`src/hw/rtl/csc_pkg.sv`:
```
// Shared types, constants and helper functions for the climate sensor compensation block.
// No dependencies; every other file of the block imports this package.
`default_nettype none
package csc_pkg;

    typedef struct packed {
        logic [19:0] pressure;
        logic [19:0] temperature;
        logic [15:0] humidity;
    } raw_item_t;

    typedef struct packed {
        logic      valid;
        raw_item_t item;
    } queue_head_t;

    typedef struct packed {
        logic [47:0] temp_cal;
        logic [47:0] press_cal_a;
        logic [47:0] press_cal_b;
        logic [47:0] press_cal_c;
        logic [63:0] hum_cal;
    } cal_t;

    typedef enum logic [2:0] {
        CFG_TEMP    = 3'd0,
        CFG_PRESS_A = 3'd1,
        CFG_PRESS_B = 3'd2,
        CFG_PRESS_C = 3'd3,
        CFG_HUM     = 3'd4
    } cfg_index_t;

    typedef enum logic [5:0] {
        ST_IDLE, ST_T0, ST_T1M, ST_T2M, ST_T3M, ST_T4, ST_T5,
        ST_P0, ST_P1M, ST_P2M, ST_P3M, ST_P4, ST_P5M, ST_P6M, ST_P7, ST_P8M, ST_P9,
        ST_P10M, ST_P11D, ST_P12, ST_P13M, ST_P14M, ST_P15M, ST_P16, ST_P17,
        ST_H0, ST_H1M, ST_H2, ST_H3M, ST_H4M, ST_H5M, ST_H6M, ST_H7M, ST_H8,
        ST_H9M, ST_H10M, ST_H11, ST_DONE
    } st_t;

    localparam logic signed [63:0] TEMP_MIN  = -64'sd4000;
    localparam logic signed [63:0] TEMP_MAX  = 64'sd8500;
    localparam logic [31:0]        PRESS_MIN = 32'd7680000;
    localparam logic [31:0]        PRESS_MAX = 32'd28160000;
    localparam logic signed [63:0] HUM_CAP   = 64'sd419430400;
    localparam logic signed [63:0] P_OFFSET  = 64'sd128000;
    localparam logic signed [63:0] H_OFFSET  = 64'sd76800;
    localparam logic signed [63:0] P_BIAS    = 64'sd140737488355328;
    localparam logic signed [63:0] P_BASE    = 64'sd1048576;
    localparam logic signed [63:0] P_SCALE   = 64'sd3125;
    localparam logic [2:0]         MUL_LAST  = 3'd4;

    function automatic logic signed [63:0] w32(input logic signed [63:0] x);
        return {{32{x[31]}}, x[31:0]};
    endfunction

    // Signed division by 2**k that truncates toward zero.
    function automatic logic signed [63:0] sdiv_pow2(input logic signed [63:0] x,
                                                     input logic [5:0] k);
        logic signed [63:0] bias;
        bias = x[63] ? ((64'sd1 <<< k) - 64'sd1) : 64'sd0;
        return (x + bias) >>> k;
    endfunction

endpackage
`default_nettype wire

```
`src/hw/rtl/csc_queue.sv`:
```
// Front part: accepts raw sample transactions into a short queue.
// Depends on csc_pkg.
`default_nettype none
module csc_queue
    import csc_pkg::*;
#(
    parameter int DEPTH = 2
) (
    input  wire logic        clk,
    input  wire logic        rst_n,
    input  wire logic        push,
    input  wire raw_item_t   push_item,
    output logic             full,
    input  wire logic        pop,
    output queue_head_t      head
);

    localparam int PW = $clog2(DEPTH);
    localparam int CW = $clog2(DEPTH + 1);

    raw_item_t      store_reg [DEPTH];
    logic [PW-1:0]  wr_ptr_reg;
    logic [PW-1:0]  rd_ptr_reg;
    logic [CW-1:0]  count_reg;
    logic           do_push;
    logic           do_pop;

    assign full       = (count_reg == CW'(DEPTH));
    assign do_push    = push && !full;
    assign do_pop     = pop && (count_reg != '0);
    assign head.valid = (count_reg != '0);
    assign head.item  = store_reg[rd_ptr_reg];

    always_ff @(posedge clk or negedge rst_n)
    begin
        if (!rst_n)
        begin
            wr_ptr_reg <= '0;
            rd_ptr_reg <= '0;
            count_reg  <= '0;
        end
        else
        begin
            if (do_push)
            begin
                wr_ptr_reg <= (wr_ptr_reg == PW'(DEPTH - 1)) ? '0 : wr_ptr_reg + 1'b1;
            end
            if (do_pop)
            begin
                rd_ptr_reg <= (rd_ptr_reg == PW'(DEPTH - 1)) ? '0 : rd_ptr_reg + 1'b1;
            end
            if (do_push && !do_pop)
            begin
                count_reg <= count_reg + 1'b1;
            end
            else if (do_pop && !do_push)
            begin
                count_reg <= count_reg - 1'b1;
            end
        end
    end

    always_ff @(posedge clk)
    begin
        if (do_push)
        begin
            store_reg[wr_ptr_reg] <= push_item;
        end
    end

endmodule
`default_nettype wire

```
`config.mk`:
```
export PLATFORM = sky130hd
export DESIGN_NAME = csc_queue
export DESIGN_NICKNAME = d
export VERILOG_FILES = /design/src/hw/rtl/csc_pkg.sv /design/src/hw/rtl/csc_queue.sv
export SDC_FILE = /design/constraint.sdc
export NUM_CORES = 1
export LEC_CHECK = 0
export BUFFER_PORTS_ARGS = -buffer_cell sky130_fd_sc_hd__buf_2
export CAP_MARGIN = 25
export CORE_MARGIN = 8
export CORE_UTILIZATION = 45
export DETAILED_ROUTE_END_ITERATION = 10
export MAX_ROUTING_LAYER = met4
export PLACE_DENSITY_LB_ADDON = 0.25
export SETUP_SLACK_MARGIN = 0.5
export SYNTH_ARGS = -nofsm -noshare
export SYNTH_HDL_FRONTEND = slang
export SYNTH_SLANG_ARGS = --single-unit
export TNS_END_PERCENT = 10
```
`constraint.sdc`:
```
create_clock -name clk -period 4.35 [get_ports clk]
set_input_delay 0.2175 -clock clk [delete_from_list [all_inputs] [get_ports clk]]
set_output_delay 0.2175 -clock clk [all_outputs]
set_load 0.05 [all_outputs]
```
==> summary.md, run 1 <==
| Metric | Value |
|---|---|
| Iter 0 DRT Violations | slightly below 100 |
| DR vias/cell | roughly 4.5 |
| Most frequent cells in the layout | buf_2, edfxtp_1, dlygate4sd3_1 |
| Vias in the first global route | roughly 2.6k |
| Worst EP arrival | 2230 ps |
| WP depth | 2 |
| CP required | approximately 4100 ps |
| Syn Inst Count | around 190 |
| Post-Syn Area per Cell | between 20 and 25 µm² |
| Top cells by area, synth | edfxtp_1, mux2_4, mux2_2 |
| Die Span Y | around 110 µm |
| Clock slew at reported path FFs | 50 ps |
| Fin. max-slew vios | 0 |
| CP Max Fanout | 57 |
| Outcome | complete, no violations |
| Max FFs per register | 112 |
| WHS | between 50 and 60 ps |
| Synth cell types | 15 |
| Buf/Inv on CP | 1 |
| Worst setup endpoint | head[27] |
| Gr usage total | 0.138 |
| Peak VDD IR | approximately 0.00062 V |
| I/O pins | around 120 |
| Setup CP Type | register to output port |
| Total of max-cap violations | 0 |
| Top cell type by total area after synthesis | edfxtp_1 |
| Drt total wl | about 8400 µm |
| Initial core utilization | 0.454 |
| Crit-path slowest cell | dfrtp_4 |
| Mapped Area | about 4400 µm² |
| Final Hold Vio Count | 0 |
| Register area share after synthesis | 0.794 |
| Rows | 36 |
| Final Cycle Share | 0.563 |
| FF-to-FF setup slack | roughly 2200 ps |
| Ant diodes | 0 |
| Setup bufs post-CTS | 0 |
| Layout area overhead | 42.4% |
| Placement Cell Area | ~5100 µm² |
| Unrepaired setup endpoints after global routing | no |
| Share of layout cells above drive strength 1 | 0.518 |
| Resize count post-CTS | 0 |
| Commonest non-fill, non-tap cell in the layout | buf_2 |
| Max H-tree Level | 4 |
| Hold Path Class | input port to async pin |
| Crit path from | rd_ptr_reg |
| First-pass GRT wire length | ~13,000 µm |
| Ys Warns | 0 |
| Cell area after layout | 6210 µm² |
| Nature of the critical path endpoint | output port |
| Top delay family on crit path | flip-flops |
| Pwr dens | roughly 770 nW/µm² |
| Die Width | between 100 and 150 µm |
| Critical R2R Launch | count_reg[0] |
| Vias | between 2k and 2.5k |
| Core area | approximately 9600 µm² |
| Largest net degree at the start of global routing | between 50 and 60 |
| Slew HR | 0.356 |
| Setup-failing EPs final | 0 |
| Setup TNS | 0 ps |
| CTS Buffer Depth | 2 |
| Post-Syn Nets | ~250 |
| Clk root buf | clkbuf_8 |
| Initial antenna violation count | 0 |
| Die area | around 13,000 µm² |
| Reg2reg end | store_reg[0][39] |
| FF-to-FF path depth | 4 |
| Yosys reg bits | around 120 |
| GR Overflow Total | 0 |
| Worst-Skew Late Latency | approximately 500 ps |
| Synth top area share | 0.772 |
| Final ANT Viol Nets | 0 |
| Worst Skew | a little under 6 ps |
| Final #Nets | 445 |
| Slew of the pin with the lowest slew margin | around 970 ps |
| Clk sinks | roughly 120 |
| DRT Pass-1 Iters | 4 |
| CTS tree | yes |
| # port buffers | 117 |
| DRC | 0 |
| FMAX | 408 MHz |
| Total CTS buffers | 17 |
| Post-DR wirelength/cell | ~16 µm |
| Pleak | between 2 and 2.5 nW |
| Min cycle time layout | 2450 ps |
| Slowest stage delay, CP | 1030 ps |
| DP Wirelength | about 5300 µm |
| Gpl congestion | ~0.71 |
| Critical Path Start Type | register |
| CP cell instances | mux2_2 -> buf_2 |
where the power goes:
part           internal, W  switching [W]
Combinational     0.000593        0.00122
Sequential         0.00153       0.000194
Clock             0.000795       0.000442
per-stage QoR:
| stage | worst slack [ps] | total power [W] | std cells | util |
|---|---|---|---|---|
| 2_1_floorplan | 911 | 0.00318 | 193 | - |
| 3_3_place_gp | 2240 | 0.00352 | 440 | 0.531 |
| 3_5_place_dp | 2150 | 0.00355 | 440 | 0.531 |
| 4_1_cts | 1850 | 0.00483 | 529 | 0.647 |
| 5_1_grt | 1810 | 0.00497 | 529 | 0.647 |
| 6_report | 1900 | 0.00477 | 529 | 0.647 |
cell type report:
type | count | area (µm²)
inverters | 2 | 7.51
repair buffers | 178 | 1190
well taps | 133 | 166
flip-flops and latches | 116 | 3470
multi-input cells | 69 | 842
fillers | 693 | 3390
clock inverters | 13 | 118
clock buffers | 18 | 418
cell families after synthesis:
group                      synth area share
DFF                                   0.794
and+or+nand+nor                     0.00775
muxes                                 0.170
buffers and inverters                0.0144
xor gates and xnor gates             0.0100
adders and majority gates           0.00287
worst min-delay path by stage:
stage | cells after the start | to
after floorplan | 0 | count_reg[0]
after global placement | 1 | count_reg[1]
after detailed placement | 1 | count_reg[1]
after CTS | 2 | rd_ptr_reg
after global routing | 2 | rd_ptr_reg
final | 2 | rd_ptr_reg
layer usage:
metal	vias to the layer above	track usage	part of all wire
met5	-	-	0
met1	1169	0.144	0.42
met3	5	0.0469	0.054
met2	80	0.232	0.52
li1	1138	-	-
met4	0	0.0586	0.0082
synthesized netlist by cell type, drive strengths merged:
cell type / number
nor2: 2
nand2b: 1
xnor2: 3
edfxtp: 112
buf: 6
and3: 1
inv: 2
mux2: 56
dfrtp: 4
nand2: 2
ha: 1
or2: 1
xor2: 2
what timing repair did:
action                     in CTS  in global routing
setup endpoints to repair       0                  0
hold buffers                   58                  0
hold endpoints to repair      117                  0
No activity file was read; power rests on OpenSTA's default activity.
==> run 2: changes to the inputs <==
clock period = 2.18 ns   (was 4.35 ns; I/O delays follow)
==> summary.md, run 2 (synthesized netlist as in run 1, its figures left out) <==
| Metric | Value |
|---|---|
| Outcome | complete, no violations (unchanged) |
| DP Wirelength | 5300 µm (was 5260 µm) |
| Reg2reg end | count_reg[1] (was store_reg[0][39]) |
| Share of layout cells above drive strength 1 | 0.535 (was 0.518) |
| Vias in the first global route | 2,762 (was 2,621) |
| DRT Pass-1 Iters | 4 (unchanged) |
| Hold Path Sink | store_reg[0][26] |
| Core area | 9590 µm² (unchanged) |
| Iter 0 DRT Violations | 88 (was 99) |
| Fillers | 620 (was 693) |
| FMAX | around 530 MHz |
| Drt total wl | 9220 µm (was 8440 µm) |
| Final std cells w/o fill | 544 (was 529) |
| Crit-path slowest cell | dfrtp_4 (unchanged) |
| Post-DR wirelength/cell | 17.0 µm (was 16.0 µm) |
| Gpl congestion | 0.658 (was 0.714) |
| Met3 usage | 0.0570 (was 0.0469) |
| Worst-Skew Late Latency | 500 ps (about the same) |
| Total CTS buffers | 17 (unchanged) |
| Post-placement cell count | 443 (was 440) |
| Critical Path Start Type | register (unchanged) |
| Worst Hold Launch | push_item[26] |
| Clock slew at reported path FFs | 50 ps (about the same) |
| Most frequent cells in the layout | edfxtp_1, buf_2, dlygate4sd3_1 (was buf_2, edfxtp_1, dlygate4sd3_1) |
| Final ANT Viol Nets | 0 (unchanged) |
| Final #Nets | 459 (was 445) |
| GR Util met1 | 0.152 (was 0.144) |
| Slew HR | 0.807 (was 0.356) |
| # port buffers | 117 (unchanged) |
| GR Overflow Total | 0 (unchanged) |
| CTS tree | yes (unchanged) |
| Rows | 36 (unchanged) |
| Total of max-cap violations | 0 (unchanged) |
| Total power draw | 0.0105 W (was 0.00477 W) |
| Peak VDD IR | 0.00101 V (was 0.000622 V) |
| Gr usage total | 0.143 (was 0.138) |
| Final Hold Vio Count | 0 (unchanged) |
| CP cell instances | buf_12 -> buf_16 -> mux2_4 -> buf_6 (was mux2_2 -> buf_2) |
| Worst Skew | 4.87 ps (was 5.87 ps) |
| Max H-tree Level | 4 (unchanged) |
| Largest net degree at the start of global routing | 38 (was 58) |
| Worst EP arrival | 1790 ps (was 2230 ps) |
| Fin. max-slew vios | 0 (unchanged) |
| Nature of the critical path endpoint | output port (unchanged) |
| Initial antenna violation count | 0 (unchanged) |
| Vias | 2,489 (was 2,392) |
| Clk root buf | clkbuf_8 (unchanged) |
| Die Width | 114 µm (unchanged) |
| Die area | 13,100 µm² (unchanged) |
| Max FFs per register | 112 (unchanged) |
| Setup-failing EPs final | 0 (unchanged) |
| DR vias/cell | 4.58 (was 4.52) |
| Slowest stage delay, CP | 500 ps (was 1030 ps) |
| WHS | 322 ps (was 54.4 ps) |
| Pleak | 2.69 nW (was 2.47 nW) |
| I/O pins | 118 (unchanged) |
| Pwr dens | 1570 nW/µm² (was 769 nW/µm²) |
| Clk sinks | 116 (unchanged) |
| Unrepaired setup endpoints after global routing | yes (was no) |
| Top delay family on crit path | flip-flops (unchanged) |
| Setup TNS | 0 ps (unchanged) |
| Die Span Y | 114 µm (unchanged) |
| CTS Buffer Depth | 2 (unchanged) |
| Busiest grt layer | met2 (unchanged) |
| CP required | 2070 ps (was 4130 ps) |
| Initial core utilization | 0.454 (unchanged) |
| Setup CP Type | register to output port (unchanged) |
| Hold Path Class | input port to register (was input port to async pin) |
| Commonest non-fill, non-tap cell in the layout | edfxtp_1 (was buf_2) |
| Critical R2R Launch | count_reg[0] (unchanged) |
| FF-to-FF path depth | 6 (was 4) |
| First-pass GRT wire length | 13,500 µm (was 13,100 µm) |
| Buf/Inv on CP | 3 (was 1) |
| Ant diodes | 0 (unchanged) |
| Worst Hold Depth | 2 |
| Final Cycle Share | 0.871 |
| FF-to-FF setup slack | 700 ps (was 2210 ps) |
| Met2 Use GR | 0.227 (was 0.232) |
| Min cycle time layout | about 1900 ps |
| DRC | 0 (unchanged) |
| CP Max Fanout | 12 (was 57) |
| Layout area overhead | 54.0% (was 42.4%) |
| Slew of the pin with the lowest slew margin | 289 ps (was 966 ps) |
## run 2: changes by cell type in the layout (fill, tap and decap cells not counted), moves of 4 or more
cell / previous run / this run
clkinv_1: 5 / 0
buf_2: 117 / 77
clkbuf_8: 1 / 5
buf_12: 0 / 8
buf_6: 0 / 32
buf_4: 3 / 12
clkbuf_1: 1 / 6
## run 2: stage by stage
step / utilization / worst slack [ps] / area (µm²)
global placement: 0.540 / 555 / 5180
floorplan: - / 329 / 4380
global route: 0.700 / 237 / 6710
detailed placement: 0.540 / 569 / 5180
finish: 0.700 / 282 / 6710
CTS: 0.669 / 241 / 6420
## run 2: where the power goes
part	switching, W	leakage (nW)	internal [W]
clock network	0.000880	0.270	0.00162
registers	0.000157	1.09	0.00306
logic	0.00286	1.33	0.00194
total	0.00390	2.69	0.00662
## run 2: final cells by class
| class | instances | area, µm² | area share |
|---|---|---|---|
| repair buffers | 192 | 1670 | 0.249 |
| well taps | 133 | 166 | 0.0248 |
| clock inverters | 5 | 50.0 | 0.00745 |
| multi-input cells | 69 | 857 | 0.128 |
| inverters | 2 | 7.51 | 0.00112 |
| clock buffers | 27 | 492 | 0.0732 |
| flip-flops and latches | 116 | 3470 | 0.516 |
## run 2: what timing repair did
item / CTS / global route
hold buffers: 60 / 0
cloned: 1 / 2
setup endpoints to repair: 56 / 56
setup buffers: 4 / 2
endpoints found under the hold margin: 118 / 0
gates resized for setup: 16 / 91
## run 2: how the worst max path moves through the flow
stage,start,end,cells past startpoint
2_1_floorplan,count_reg[0],store_reg[0][0],3
3_3_place_gp,rd_ptr_reg,head[42],3
3_5_place_dp,rd_ptr_reg,head[42],3
4_1_cts,rd_ptr_reg,head[32],3
5_1_grt,rd_ptr_reg,head[54],4
6_report,rd_ptr_reg,head[17],4
## run 2: per-layer routing
metal  up-vias  part of all wire
met5         -                 0
met4         0             0.017
met3        14             0.066
met2        87              0.51
met1      1217              0.41
li1       1171                 -
